## src/rtl/cfsp_pkg.sv

```systemverilog
// cfsp_pkg: shared types and constants of the command frame splitter and parser
// used by every rtl file of the block and by its checker
`timescale 1ns / 1ps

package cfsp_pkg;

    localparam logic [7:0] CH_SP   = 8'h20;
    localparam logic [7:0] CH_CR   = 8'h0D;
    localparam logic [7:0] CH_LF   = 8'h0A;
    localparam logic [7:0] CH_DASH = 8'h2D;
    localparam logic [7:0] CH_C    = 8'h63;
    localparam logic [7:0] CH_R    = 8'h72;
    localparam logic [7:0] CH_ONE  = 8'h31;
    localparam logic [7:0] CH_P    = 8'h70;
    localparam logic [7:0] CH_M    = 8'h6D;
    localparam logic [7:0] CH_T    = 8'h74;
    localparam logic [7:0] CH_D    = 8'h64;
    localparam logic [7:0] CH_G    = 8'h67;

    localparam logic [1:0] ST_OK   = 2'd0;
    localparam logic [1:0] ST_DROP = 2'd1;
    localparam logic [1:0] ST_OVF  = 2'd2;

    localparam logic [3:0] POFF_BASE  = 4'd9;
    localparam logic [3:0] POFF_ONE   = 4'd10;
    localparam logic [3:0] POFF_REPLY = 4'd12;

    localparam int NCAP = 10;

    typedef struct packed {
        logic                     ovf;
        logic                     term;
        logic                     kind;
        logic [NCAP-1:0][7:0]     cap;
    } t_track;

    typedef struct packed {
        logic [1:0] status;
        logic       frame_kind;
        logic [7:0] dest_node;
        logic [7:0] src_node;
        logic [7:0] cmd_first;
        logic [7:0] cmd_second;
        logic [7:0] cmd_third;
        logic [7:0] reply_count;
        logic [3:0] param_offset;
        logic [7:0] param_len;
        logic [8:0] frame_length;
    } t_desc;

endpackage

```

## src/rtl/command_frame_splitter_parser_core.sv

```systemverilog
// the closing byte of a frame is registered in the byte register; its descriptor is then
// registered in the descriptor register and shown from there
// throughput: one byte per cycle while no output stall holds it; the byte register and the descriptor register
// each advance whenever the next one is free
// reset (synchronous, active low) empties both registers and clears the line state
// depends on cfsp_pkg, cfsp_track, cfsp_desc
`timescale 1ns / 1ps

module command_frame_splitter_parser_core #(
    parameter int LINE_DEPTH = 256
) (
    input  logic       i_clk,
    input  logic       i_rst_n,
    input  logic       i_in_valid,
    output logic       o_in_stall,
    input  logic [7:0] i_rx_byte,
    output logic       o_out_valid,
    input  logic       i_out_stall,
    output logic [1:0] o_status,
    output logic       o_frame_kind,
    output logic [7:0] o_dest_node,
    output logic [7:0] o_src_node,
    output logic [7:0] o_cmd_first,
    output logic [7:0] o_cmd_second,
    output logic [7:0] o_cmd_third,
    output logic [7:0] o_reply_count,
    output logic [3:0] o_param_offset,
    output logic [7:0] o_param_len,
    output logic [8:0] o_frame_length
);

    localparam int POS_W = $clog2(LINE_DEPTH + 1);
    localparam int LEN_W = (POS_W > 9) ? POS_W : 9;

    logic               r_in_valid, n_in_valid;
    logic [7:0]         r_in_byte, n_in_byte;
    logic               r_out_valid, n_out_valid;
    cfsp_pkg::t_desc    r_out, n_out;
    cfsp_pkg::t_track   trk;
    cfsp_pkg::t_desc    desc;
    logic [LEN_W-1:0]   len;
    logic               out_free, go, load;

    assign out_free   = !r_out_valid || !i_out_stall;
    assign go         = r_in_valid && out_free;
    assign o_in_stall = r_in_valid && !out_free;
    assign load       = i_in_valid && !o_in_stall;

    cfsp_track #(
        .LINE_DEPTH (LINE_DEPTH),
        .POS_W      (POS_W),
        .LEN_W      (LEN_W)
    ) u_track (
        .i_clk   (i_clk),
        .i_rst_n (i_rst_n),
        .i_go    (go),
        .i_byte  (r_in_byte),
        .o_trk   (trk),
        .o_len   (len)
    );

    cfsp_desc #(
        .LEN_W (LEN_W)
    ) u_desc (
        .i_trk  (trk),
        .i_len  (len),
        .o_desc (desc)
    );

    always_comb begin
        n_in_valid = r_in_valid;
        n_in_byte  = r_in_byte;
        if (load) begin
            n_in_valid = 1'b1;
            n_in_byte  = i_rx_byte;
        end else if (go) begin
            n_in_valid = 1'b0;
        end

        n_out_valid = r_out_valid;
        n_out       = r_out;
        if (go && (trk.ovf || trk.term)) begin
            n_out_valid = 1'b1;
            n_out       = desc;
        end else if (!i_out_stall) begin
            n_out_valid = 1'b0;
        end
    end

    always_ff @(posedge i_clk) begin
        if (!i_rst_n) begin
            r_in_valid  <= 1'b0;
            r_out_valid <= 1'b0;
        end else begin
            r_in_valid  <= n_in_valid;
            r_out_valid <= n_out_valid;
        end
    end

    always_ff @(posedge i_clk) begin
        r_in_byte <= n_in_byte;
        r_out     <= n_out;
    end

    assign o_out_valid    = r_out_valid;
    assign o_status       = r_out.status;
    assign o_frame_kind   = r_out.frame_kind;
    assign o_dest_node    = r_out.dest_node;
    assign o_src_node     = r_out.src_node;
    assign o_cmd_first    = r_out.cmd_first;
    assign o_cmd_second   = r_out.cmd_second;
    assign o_cmd_third    = r_out.cmd_third;
    assign o_reply_count  = r_out.reply_count;
    assign o_param_offset = r_out.param_offset;
    assign o_param_len    = r_out.param_len;
    assign o_frame_length = r_out.frame_length;

endmodule

```

## src/rtl/cfsp_track.sv

```systemverilog
// cfsp_track: line state, six-byte header window and captured header bytes
// depends on cfsp_pkg
`timescale 1ns / 1ps

module cfsp_track #(
    parameter int LINE_DEPTH = 256,
    parameter int POS_W      = 9,
    parameter int LEN_W      = 9
) (
    input  logic                 i_clk,
    input  logic                 i_rst_n,
    input  logic                 i_go,
    input  logic [7:0]           i_byte,
    output cfsp_pkg::t_track     o_trk,
    output logic [LEN_W-1:0]     o_len
);

    logic [5:0][7:0]                     r_win, n_win, e_win, w;
    logic [POS_W-1:0]                    r_pos, n_pos, e_pos;
    logic [POS_W-1:0]                    r_start, n_start, e_start, off;
    logic                                r_hs, n_hs, e_hs;
    logic                                r_kind, n_kind, e_kind;
    logic [cfsp_pkg::NCAP-1:0][7:0]      r_cap, n_cap, e_cap, cap_w;
    logic                                ovf, hdr, term;

    always_comb begin
        ovf     = (r_pos == POS_W'(LINE_DEPTH));
        e_win   = ovf ? '0 : r_win;
        e_pos   = ovf ? '0 : r_pos;
        e_start = ovf ? '0 : r_start;
        e_hs    = ovf ? 1'b0 : r_hs;
        e_kind  = ovf ? 1'b0 : r_kind;
        e_cap   = ovf ? '0 : r_cap;

        w   = {e_win[4:0], i_byte};
        off = e_pos - e_start;

        cap_w = e_cap;
        for (int k = 0; k < cfsp_pkg::NCAP; k++) begin
            if (e_hs && off == POS_W'(k + 2)) begin
                cap_w[k] = i_byte;
            end
        end

        hdr = (w[5] == cfsp_pkg::CH_C || w[5] == cfsp_pkg::CH_R)
              && w[4] == cfsp_pkg::CH_DASH && w[2] == cfsp_pkg::CH_DASH
              && w[0] == cfsp_pkg::CH_DASH && e_pos >= POS_W'(5);

        n_hs    = e_hs;
        n_start = e_start;
        n_kind  = e_kind;
        n_cap   = cap_w;
        if (hdr) begin
            n_hs     = 1'b1;
            n_start  = e_pos - POS_W'(5);
            n_kind   = (w[5] == cfsp_pkg::CH_R);
            n_cap    = '0;
            n_cap[0] = w[3];
            n_cap[1] = w[2];
            n_cap[2] = w[1];
            n_cap[3] = w[0];
        end

        term = e_hs && w[2] == cfsp_pkg::CH_SP && w[1] == cfsp_pkg::CH_CR
               && w[0] == cfsp_pkg::CH_LF;

        o_len = LEN_W'(e_pos) + LEN_W'(1) - LEN_W'(e_start);

        o_trk.ovf  = ovf;
        o_trk.term = term;
        o_trk.kind = e_kind;
        o_trk.cap  = cap_w;

        n_win = w;
        n_pos = e_pos + POS_W'(1);
        if (term) begin
            n_win   = '0;
            n_pos   = '0;
            n_start = '0;
            n_hs    = 1'b0;
            n_kind  = 1'b0;
            n_cap   = '0;
        end
    end

    always_ff @(posedge i_clk) begin
        if (!i_rst_n) begin
            r_win   <= '0;
            r_pos   <= '0;
            r_start <= '0;
            r_hs    <= 1'b0;
            r_kind  <= 1'b0;
            r_cap   <= '0;
        end else if (i_go) begin
            r_win   <= n_win;
            r_pos   <= n_pos;
            r_start <= n_start;
            r_hs    <= n_hs;
            r_kind  <= n_kind;
            r_cap   <= n_cap;
        end
    end

endmodule

```

## src/rtl/cfsp_desc.sv

```systemverilog
// cfsp_desc: builds the frame descriptor from the captured header bytes
// depends on cfsp_pkg
`timescale 1ns / 1ps

module cfsp_desc #(
    parameter int LEN_W = 9
) (
    input  cfsp_pkg::t_track     i_trk,
    input  logic [LEN_W-1:0]     i_len,
    output cfsp_pkg::t_desc      o_desc
);

    logic [3:0]       poff;
    logic [7:0]       reply;
    logic [LEN_W-1:0] pend, diff;
    logic [7:0]       plen;
    logic             known;
    logic [7:0]       rcv;

    always_comb begin
        rcv   = i_trk.cap[0];
        known = rcv == cfsp_pkg::CH_C || rcv == cfsp_pkg::CH_P || rcv == cfsp_pkg::CH_M
                || rcv == cfsp_pkg::CH_T || rcv == cfsp_pkg::CH_D || rcv == cfsp_pkg::CH_G;

        priority if (i_trk.cap[7] == cfsp_pkg::CH_DASH && i_trk.cap[9] == cfsp_pkg::CH_DASH) begin
            reply = i_trk.cap[8];
            poff  = cfsp_pkg::POFF_REPLY;
        end else if (i_trk.cap[7] == cfsp_pkg::CH_DASH) begin
            reply = cfsp_pkg::CH_ONE;
            poff  = cfsp_pkg::POFF_ONE;
        end else begin
            reply = cfsp_pkg::CH_ONE;
            poff  = cfsp_pkg::POFF_BASE;
        end

        pend = LEN_W'(poff) + LEN_W'(3);
        diff = i_len - pend;
        plen = (i_len > pend) ? diff[7:0] : 8'd0;

        if (i_trk.ovf) begin
            o_desc        = '0;
            o_desc.status = cfsp_pkg::ST_OVF;
        end else begin
            o_desc.status       = known ? cfsp_pkg::ST_OK : cfsp_pkg::ST_DROP;
            o_desc.frame_kind   = i_trk.kind;
            o_desc.dest_node    = rcv;
            o_desc.src_node     = i_trk.cap[2];
            o_desc.cmd_first    = i_trk.cap[4];
            o_desc.cmd_second   = i_trk.cap[5];
            o_desc.cmd_third    = i_trk.cap[6];
            o_desc.reply_count  = reply;
            o_desc.param_offset = poff;
            o_desc.param_len    = plen;
            o_desc.frame_length = i_len[8:0];
        end
    end

endmodule

```

## config.mk

```make
export PLATFORM = sky130hd
export DESIGN_NAME = command_frame_splitter_parser_core
export DESIGN_NICKNAME = d
export VERILOG_FILES = /design/src/rtl/cfsp_pkg.sv /design/src/rtl/command_frame_splitter_parser_core.sv /design/src/rtl/cfsp_track.sv /design/src/rtl/cfsp_desc.sv
export SDC_FILE = /design/constraint.sdc
export NUM_CORES = 1
export LEC_CHECK = 0
export BUFFER_PORTS_ARGS = -buffer_cell sky130_fd_sc_hd__buf_4
export CORE_ASPECT_RATIO = 1.5
export CORE_UTILIZATION = 41
export DETAILED_ROUTE_END_ITERATION = 7
export RECOVER_POWER = 25
export SYNTH_ARGS = -nofsm -noshare
export SYNTH_HDL_FRONTEND = slang
export SYNTH_SLANG_ARGS = --single-unit
export TNS_END_PERCENT = 50
```

## constraint.sdc

```tcl
create_clock -name i_clk -period 7.26 [get_ports i_clk]
set_clock_uncertainty 0.1 [all_clocks]
set_input_delay 0.726 -clock i_clk [delete_from_list [all_inputs] [get_ports i_clk]]
set_output_delay 0.726 -clock i_clk [all_outputs]
set_load 0.02 [all_outputs]
```

==> flow_metrics.env, run 1 <==
export IMPL_first_pass_iters=4
export IMPL_port_buffers=85
export IMPL_setup_viol=0
export IMPL_outcome="complete, but fails checks"
export IMPL_slew_headroom=-2.101
export IMPL_grt_usage=0.2007
export IMPL_cts_setup_buffers=0
export IMPL_rsz0062_at_grt="false"
export IMPL_report_final_slew_viol_count=119
export IMPL_ant_nets=0
export IMPL_num_rows=70
export IMPL_async_reset_ff_frac=0
export IMPL_critPathMaxFanout=12
export IMPL_drt_vias_per_instance=5.332
export IMPL_power_density_nw_per_um2=208.7
export IMPL_final_cell_mix="nand2_1, dfxtp_1, clkbuf_1, edfxtp_1, nor2b_1"
export IMPL_nets=1196
export IMPL_ys_ff_latch=206
export IMPL_numCtsBuffers=22
export IMPL_grt_pass1_vias=7680
export IMPL_drive_above_1_share=0.09719
export IMPL_area_growth_syn_to_layout_pct=12.61
export IMPL_hold_path_class="in2reg"
export IMPL_dieArea_um2=25660
export IMPL_synth_avg_cell_area_um2=9.279
export IMPL_post_place_ws_ns=0.2285
export IMPL_ctsRootBufferMaster="clkbuf_16"
export IMPL_violations="capacitance limit, slew limit"
export IMPL_via_count=7982
export IMPL_worst_slew_pin_slew_ns=4.652
export IMPL_nFillCells=2462
export IMPL_drc=0
export IMPL_p_leak_nw=4.382
export IMPL_start_util=0.4196
export IMPL_fin_ws_ns=0.5265
export IMPL_gr_total_overflow=0
export IMPL_cts_tree="built"
export IMPL_core_um2=24440
export IMPL_clkSinkCount=206
export IMPL_clk_pin_slew_ns=0.06
export IMPL_startpoint_type="register"
export IMPL_io_pins=86
export IMPL_finalCritPeriodShare=0.9275
export IMPL_worstPathArrival_ns=6.87
export IMPL_max_freq_mhz=148.5
export IMPL_dp_hpwl_um=17930
export IMPL_die_y_um=195.7
export IMPL_drt_wl_total_um=26030
export IMPL_hold_violations=0
export IMPL_maxCapViolCount=1
export IMPL_peakVddDrop_v=0.0001407
export IMPL_post_drt_wl_per_cell_um=17.39
export IMPL_min_period_ns=6.733
export IMPL_worstSetupPathType="reg2reg"
export IMPL_synthFlopType="dfxtp_1"
export IMPL_htree_levels=1
export IMPL_worstPathRequired_ns=7.40
export IMPL_grt_max_degree=119
export IMPL_synth_edf_count=80
export IMPL_fp_dieW_um=131.1
export IMPL_antenna_found_initial=0
export IMPL_synth_area_um2=10250
export IMPL_yosysWarnings=0
export IMPL_grt_pass1_wl_um=41140
export IMPL_post_synth_inst_count=1105
export IMPL_gp_congestion=0.9058
export IMPL_syn_num_nets=1144
export IMPL_worstSkewPairLatency_ns=0.52
export IMPL_max_clock_path_buffers=3
export IMPL_synth_distinct_cells=73
export IMPL_ys_seq_area_frac=0.4803
export IMPL_setup_tns_ns=0
export IMPL_cp_end_kind="register"
export IMPL_drt_iter0_markers=387
export IMPL_layout_commonest_cell="nand2_1"
export IMPL_n_antenna_cell=0
-- layout make-up --
type | count | area, um^2 | area share
sequential | 206 | 4925 | 0.4265
multi-input combinational | 777 | 4856 | 0.4206
clock buffer | 33 | 633.1 | 0.05483
timing repair buffer | 103 | 495.5 | 0.04291
tap | 324 | 405.4 | 0.03511
inverter | 47 | 176.4 | 0.01528
clock inverter | 7 | 55.05 | 0.004768
-- Yosys cell counts (all sizes together) (8+ instances only) --
cell type	instances	area, um^2
o22ai	11	75.07
xor2	13	113.9
edfxtp	80	2402
inv	47	176.4
nor2	46	175.2
and2	20	125.1
mux2	18	262.8
nor2b	60	375.4
o21ai	72	371.6
a31oi	13	93.84
nor3	16	85.08
clkbuf	59	221.5
nand2	218	820.8
nand3	41	205.2
a22oi	40	300.3
buf	16	113.9
a21boi	28	210.2
dfxtp	126	2522
ha	24	300.3
o211a	8	80.08
a32o	9	90.09
nor4b	9	91.34
nor4	13	123.9
and3	9	56.30
a21oi	29	145.1
xnor2	16	140.1
-- sequential cells by signal, indices dropped and copies added (netlist names) --
name	cells
u_track.r_pos	9
u_track.r_hs	1
o_cmd_first	8
u_track.r_start	9
o_reply_count	8
o_status	2
r_in_valid	1
o_dest_node	8
o_param_len	8
o_frame_length	9
o_frame_kind	1
o_out_valid	1
u_track.r_win	40
u_track.r_cap	64
o_src_node	8
r_in_byte	8
o_cmd_second	8
o_cmd_third	8
o_param_offset	4
u_track.r_kind	1
-- timing repair --
action / in CTS / in global routing
gates resized for setup: 0 / 3
hold buffers: 0 / 0
hold endpoints to repair: 0 / 0
setup endpoints to repair: 0 / 8
-- report_power, final --
group	leakage (nW)	internal (mW)	switching, mW
sequential	1.84	1.20	0.0212
combinational	2.19	0.0409	0.0733
clock	0.343	0.609	0.461
total	4.38	1.85	0.556
-- critical path, cell delays in order, from the launching register on --
cell      delay [ns]
dfxtp_1         0.42
or4_4           0.63
or3_2           0.60
and2_1          0.25
ha_1            0.20
inv_1           0.07
fa_1            0.34
nand3_1         0.14
or2_2           0.31
a32o_1          0.26
nor3_2          0.27
and4_1          0.30
a21oi_1         0.13
o22ai_2         0.25
inv_2           0.10
ha_1            0.31
inv_1           0.04
a211oi_1        0.29
o21bai_1        0.10
a21oi_1         0.26
nor2_1          0.08
or4b_2          0.62
o21ai_2         0.30
nor3_1          0.10
-- per-stage QoR --
stage | hold slack [ns] | util | instances | power, mW | instance area, um^2
2_1_floorplan | 0.3297 | - | 1105 | 1.321 | 10250
3_3_place_gp | 0.3373 | 0.4551 | 1457 | 1.362 | 11120
3_5_place_dp | 0.3448 | 0.4551 | 1457 | 1.363 | 11120
4_1_cts | 0.2635 | 0.4833 | 1497 | 2.435 | 11810
5_1_grt | 0.2895 | 0.4725 | 1497 | 2.486 | 11550
6_report | 0.3052 | 0.4725 | 1497 | 2.410 | 11550
-- cells by family after synthesis --
group / share of synthesized area
simple gates: 0.2281
compound gates: 0.1509
flops: 0.4803
buf+inv: 0.04991
xor+xnor: 0.02477
fa+ha+maj: 0.03514
mux: 0.03051
other cells: 0.0003657
-- per-layer routing --
layer	vias up	track usage	part of all wire
met4	0	0.08322	0.034
met3	52	0.01860	0.038
met2	180	0.3668	0.51
li1	3976	-	-
met1	3774	0.2397	0.42
met5	-	0	0
-- final timing paths --
check | from | end | slack, ns | depth (start not counted)
setup / recovery | u_track.r_pos[3]$_SDFFE_PN0P_ | o_param_len[4]$_SDFFCE_PP0P_ | 0.53 | 23
hold / removal | i_rx_byte[6] | r_in_byte[6]$_DFFE_PP_ | 0.31 | 1
setup reg to reg | u_track.r_pos[3]$_SDFFE_PN0P_ | o_param_len[4]$_SDFFCE_PP0P_ | 0.53 | 23
hold reg to reg | u_track.r_cap[55]$_SDFFE_PN0P_ | u_track.r_cap[55]$_SDFFE_PN0P_ | 0.35 | 2
Power figures use the tool's default switching activity.
==> inputs of run 2 (changes only) <==
- RECOVER_POWER: 25 -> unset
==> flow_metrics.env, run 2 (synthesis gave the netlist of run 1 again) <==
export IMPL_path_buf_inv=3
export IMPL_final_cell_mix="nand2_1, dfxtp_1, buf_4"
export IMPL_switching_share=0.2305
export IMPL_critPathMaxFanout=12
export IMPL_ant_nets=0
export IMPL_grt_usage=0.2007
export IMPL_grt_max_degree=119
export IMPL_numCtsBuffers=22
export IMPL_drt_vias_per_instance=5.363
export IMPL_crit_family="simple AND/OR/NAND/NOR gates"
export IMPL_regMostFlops="u_track.r_cap"
export IMPL_first_pass_iters=5
export IMPL_drive_above_1_share=0.1603
export IMPL_hold_violations=0
export IMPL_die_y_um=195.7
export IMPL_gp_congestion=0.9058
export IMPL_switching_power_uw=554.8
export IMPL_area_growth_syn_to_layout_pct=15.31
export IMPL_via_count=8029
export IMPL_finalPower_mw=2.407
export IMPL_postLayoutCellArea_um2=11820
export IMPL_nets=1196
export IMPL_slew_headroom=0.2638
export IMPL_fp_dieW_um=131.1
export IMPL_worst_slew_pin_slew_ns=1.104
export IMPL_cp_end_kind="register"
export IMPL_grt_pass1_vias=7680
export IMPL_peakVddDrop_v=0.0001408
export IMPL_post_drt_wl_per_cell_um=17.32
export IMPL_drc=0
export IMPL_drt_wl_total_um=25940
export IMPL_max_freq_mhz=148.5
export IMPL_startpoint_type="register"
export IMPL_htree_levels=1
export IMPL_clkSinkCount=206
export IMPL_worstSkewPairLatency_ns=0.52
export IMPL_maxCapViolCount=0
export IMPL_fin_ws_ns=0.5263
export IMPL_cts_setup_buffers=0
export IMPL_multi_input_comb_area_um2=4856
export IMPL_power_density_nw_per_um2=203.6
export IMPL_start_util=0.4196
export IMPL_largest_reg_flops=64
export IMPL_finalCritPeriodShare=0.9275
export IMPL_setup_tns_ns=0
export IMPL_ctsRootBufferMaster="clkbuf_16"
export IMPL_drt_iter0_markers=371
export IMPL_power_frac_comb=0.047
export IMPL_layoutNonFillerInstCount=1497
export IMPL_reg_largest_list="u_track.r_cap (64), u_track.r_win (40)"
export IMPL_worstHoldPathCells=1
export IMPL_n_antenna_cell=0
export IMPL_cts_tree="built"
export IMPL_max_stage_delay_ns=0.62
export IMPL_min_period_ns=6.734
export IMPL_p_leak_nw=4.677
export IMPL_port_buffers=85
export IMPL_p_int_mw=1.852
export IMPL_num_rows=70
export IMPL_path_depth=23
export IMPL_p_seq_frac=0.509
export IMPL_worstPathArrival_ns=6.87
export IMPL_outcome="complete, no violations"
export IMPL_nFillCells=2369
export IMPL_worstSetupPathType="reg2reg"
export IMPL_setup_viol=0
export IMPL_rsz0062_at_grt="false"
export IMPL_area_sequential_um2=4925
export IMPL_max_clock_path_buffers=3
export IMPL_dpl_cell_area_um2=11120
export IMPL_worstPathCellList="or4_4 > or3_2 > and2_1 > ha_1 > inv_1 > fa_1 > nand3_1 > or2_2 > a32o_1 > nor3_2 > and4_1 > a21oi_1 > o22ai_2 > inv_2 > ha_1 > inv_1 > a211oi_1 > o21bai_1 > a21oi_1 > nor2_1 > or4b_2 > o21ai_2 > nor3_1"
export IMPL_antenna_found_initial=0
export IMPL_dieArea_um2=25660
export IMPL_layout_commonest_cell="nand2_1"
export IMPL_post_place_ws_ns=0.2285
export IMPL_worstPathRequired_ns=7.40
export IMPL_clk_pin_slew_ns=0.06
export IMPL_cp_slowest_cell="or4_4"
export IMPL_io_pins=86
export IMPL_grt_pass1_wl_um=41140
export IMPL_dpl_cell_count=1457
export IMPL_hold_ws_ns=0.2842
export IMPL_report_final_slew_viol_count=0
export IMPL_p_clk_frac=0.444
export IMPL_postCtsHoldBufs=0
export IMPL_core_um2=24440
export IMPL_final_util=0.4839
export IMPL_reg2reg_depth=23
export IMPL_hold_path_class="in2reg"
export IMPL_gr_total_overflow=0
export IMPL_dp_hpwl_um=17930
-- run 2: cell types whose count changed in the layout (fill, tap and decap cells not counted) --
cell,delta
buf_4,+82
clkbuf_4,-8
clkbuf_1,-74
-- run 2: layer usage --
metal  vias to the layer above  global-route usage  share of wire
met5                         -                   0              0
met4                         0             0.08322          0.034
met3                        52             0.01860          0.041
met2                       191              0.3668           0.51
met1                      3807              0.2397           0.41
li1                       3979                   -              -
-- run 2: worst paths after layout --
kind / startpoint / end / slack, ns
worst max-delay path: u_track.r_pos[3]$_SDFFE_PN0P_ / o_param_len[4]$_SDFFCE_PP0P_ / 0.53
worst min-delay path: i_rx_byte[6] / r_in_byte[6]$_DFFE_PP_ / 0.28
worst max register to register: u_track.r_pos[3]$_SDFFE_PN0P_ / o_param_len[4]$_SDFFCE_PP0P_ / 0.53
worst min register to register: u_track.r_cap[55]$_SDFFE_PN0P_ / u_track.r_cap[55]$_SDFFE_PN0P_ / 0.35
-- run 2: repair_timing --
action                                  in CTS  in global routing
gates resized for setup                      0                  3
endpoints found under the setup margin       0                  8
hold endpoints to repair                     0                  0
-- run 2: worst reg2reg max path: cells and delay by family (launching register included) --
family	cells	cell delay [ns]
adders and majority gates	3	0.86
and+or+nand+nor	10	3.31
buffers and inverters	3	0.21
AOI/OAI and AO/OA	7	1.60
DFF	1	0.42
-- run 2: cell type report --
cell class | count | share of cell area
multi-input combinational | 777 | 0.4107
clock inverter | 7 | 0.004656
sequential | 206 | 0.4165
clock buffer | 33 | 0.05355
inverter | 47 | 0.01492
tap | 324 | 0.03429
timing repair buffer | 103 | 0.06540
-- run 2: power by group through the flow --
stage	combinational [mW]	clock [mW]	sequential, mW
finish	0.112	1.07	1.23
detailed placement	0.112	0	1.25
global placement	0.111	0	1.25
global route	0.124	1.13	1.23
CTS	0.112	1.10	1.23
floorplan	0.0868	0	1.23
==> inputs of run 3 (changes only) <==
- GPL_TIMING_DRIVEN: unset -> 0
==> flow_metrics.env, run 3 (synthesis gave the netlist of run 1 again) <==
export IMPL_outcome="complete, no violations"
export IMPL_dp_hpwl_um=20840
export IMPL_clk_pin_slew_ns=0.07
export IMPL_num_rows=70
export IMPL_regMostFlops="u_track.r_cap"
export IMPL_critPathMaxFanout=10
export IMPL_area_sequential_um2=4925
export IMPL_cp_slowest_cell="or4b_2"
export IMPL_antenna_found_initial=0
export IMPL_report_final_slew_viol_count=0
export IMPL_layout_commonest_cell="nand2_1"
export IMPL_drc=0
export IMPL_postLayoutCellArea_um2=12180
export IMPL_fp_dieW_um=131.1
export IMPL_nets=1256
export IMPL_max_freq_mhz=144.7
export IMPL_ctsRootBufferMaster="clkbuf_16"
export IMPL_worstSkewPairLatency_ns=0.52
export IMPL_final_util=0.4983
export IMPL_maxCapViolCount=0
export IMPL_via_count=8360
export IMPL_nFillCells=2301
export IMPL_area_growth_syn_to_layout_pct=18.76
export IMPL_startpoint_type="register"
export IMPL_max_clock_path_buffers=3
export IMPL_dpl_cell_area_um2=11330
export IMPL_hold_violations=0
export IMPL_slew_headroom=0.2365
export IMPL_reg_largest_list="u_track.r_cap (64), u_track.r_win (40)"
export IMPL_drive_above_1_share=0.1614
export IMPL_dieArea_um2=25660
export IMPL_finalCritPeriodShare=0.9519
export IMPL_setup_viol=0
export IMPL_worst_slew_pin_slew_ns=1.135
export IMPL_core_um2=24440
export IMPL_largest_reg_flops=64
export IMPL_cp_end_kind="register"
export IMPL_post_drt_wl_per_cell_um=18.17
export IMPL_cp_startpoint="u_track.r_pos[0]$_SDFFE_PN0P_"
export IMPL_path_buf_inv=5
export IMPL_max_stage_delay_ns=0.64
export IMPL_p_leak_nw=4.789
export IMPL_first_pass_iters=5
export IMPL_postCtsHoldBufs=0
export IMPL_cts_tree="built"
export IMPL_drt_wl_total_um=28290
export IMPL_port_buffers=85
export IMPL_htree_levels=1
export IMPL_drt_iter0_markers=486
export IMPL_grt_max_degree=71
export IMPL_worstPathRequired_ns=7.41
export IMPL_clkSinkCount=206
export IMPL_worstSetupPathType="reg2reg"
export IMPL_drt_vias_per_instance=5.369
export IMPL_multi_input_comb_area_um2=4902
export IMPL_grt_pass1_vias=8088
export IMPL_die_y_um=195.7
export IMPL_n_antenna_cell=0
export IMPL_grt_pass1_wl_um=44060
export IMPL_hold_path_class="in2reg"
export IMPL_peakVddDrop_v=0.0001568
export IMPL_gp_congestion=0.8738
export IMPL_finalPower_mw=2.487
export IMPL_min_period_ns=6.910
export IMPL_io_pins=86
export IMPL_final_cell_mix="nand2_1, dfxtp_1, buf_4"
export IMPL_start_util=0.4196
export IMPL_worstPathArrival_ns=7.06
export IMPL_hold_start="i_rx_byte[0]"
export IMPL_reg2reg_from="u_track.r_pos[0]$_SDFFE_PN0P_"
export IMPL_crit_family="simple AND/OR/NAND/NOR gates"
export IMPL_rsz0062_at_grt="false"
export IMPL_numCtsBuffers=22
export IMPL_gr_total_overflow=0
export IMPL_ant_nets=0
export IMPL_grt_usage=0.2196
export IMPL_power_density_nw_per_um2=204.2
[run 3: cell types whose count changed in the layout (fill, tap and decap cells not counted), sizes merged]
cell	delta
inv	+1
clkinv	+6
buf	+2
bufinv	+2
clkbuf	+49
[run 3: layer usage]
| metal | vias up | part of all wire | global-route usage |
|---|---|---|---|
| met2 | 218 | 0.52 | 0.4060 |
| li1 | 4093 | - | - |
| met1 | 3999 | 0.40 | 0.2551 |
| met4 | 0 | 0.037 | 0.09586 |
| met3 | 50 | 0.039 | 0.02248 |
| met5 | - | 0 | 0 |
[run 3: worst reg2reg max path, stage by stage, from the launching register on]
cell and delay (ns):
dfxtp_1 0.45, inv_1 0.09, ha_1 0.30, nand3b_1 0.23, or3_1 0.13, buf_2 0.22, clkbuf_4 0.27, clkbuf_8 0.24
clkbuf_4 0.28, nand2_1 0.14, ha_2 0.42, and2_1 0.17, o21ai_0 0.14, nor3_1 0.32, nor4_4 0.11, nor4_1 0.50
nor3b_4 0.34, o22ai_1 0.18, ha_1 0.34, a211oi_2 0.28, o21bai_1 0.13, a21oi_2 0.20, nor2_1 0.07, or4b_2 0.64
o21ai_4 0.26, nor3_1 0.08
[run 3: repair_timing]
action	CTS	global route
gates resized for setup	16	8
pin swaps	2	2
setup buffers	1	2
endpoints found under the setup margin	9	8
[run 3: area by class of cell]
type | instances | area share
Clock buffer | 24 | 0.04665
Clock inverter | 16 | 0.01305
Tap cell | 324 | 0.03329
Multi-Input combinational cell | 777 | 0.4026
Sequential cell | 206 | 0.4044
Timing Repair Buffer | 89 | 0.05651
Buffer | 74 | 0.02877
Inverter | 47 | 0.01469
[run 3: stage by stage]
stage	setup WS, ns	hold WS [ns]	instances	TNS [ns]
final	0.3496	0.2787	1557	0
after global routing	0.007666	0.2746	1557	0
after CTS	0.06515	0.2687	1555	0
after detailed placement	-1.828	0.3462	1515	-14.53
after global placement	-1.820	0.3368	1514	-14.43
after floorplan	0.4292	0.3297	1105	0
[run 3: worst paths after layout]
path / cells after the start / endpoint / slack, ns
setup / recovery: 25 / o_param_len[4]$_SDFFCE_PP0P_ / 0.35
setup reg to reg: 25 / o_param_len[4]$_SDFFCE_PP0P_ / 0.35
hold reg to reg: 2 / u_track.r_cap[51]$_SDFFE_PN0P_ / 0.36
hold / removal: 1 / r_in_byte[0]$_DFFE_PP_ / 0.28
[run 3: where the power goes]
| part | leakage, nW | internal (mW) | switching (mW) |
|---|---|---|---|
| logic | 2.58 | 0.0428 | 0.0952 |
| registers | 1.84 | 1.20 | 0.00920 |
| clock network | 0.367 | 0.647 | 0.488 |
| total | 4.79 | 1.89 | 0.593 |
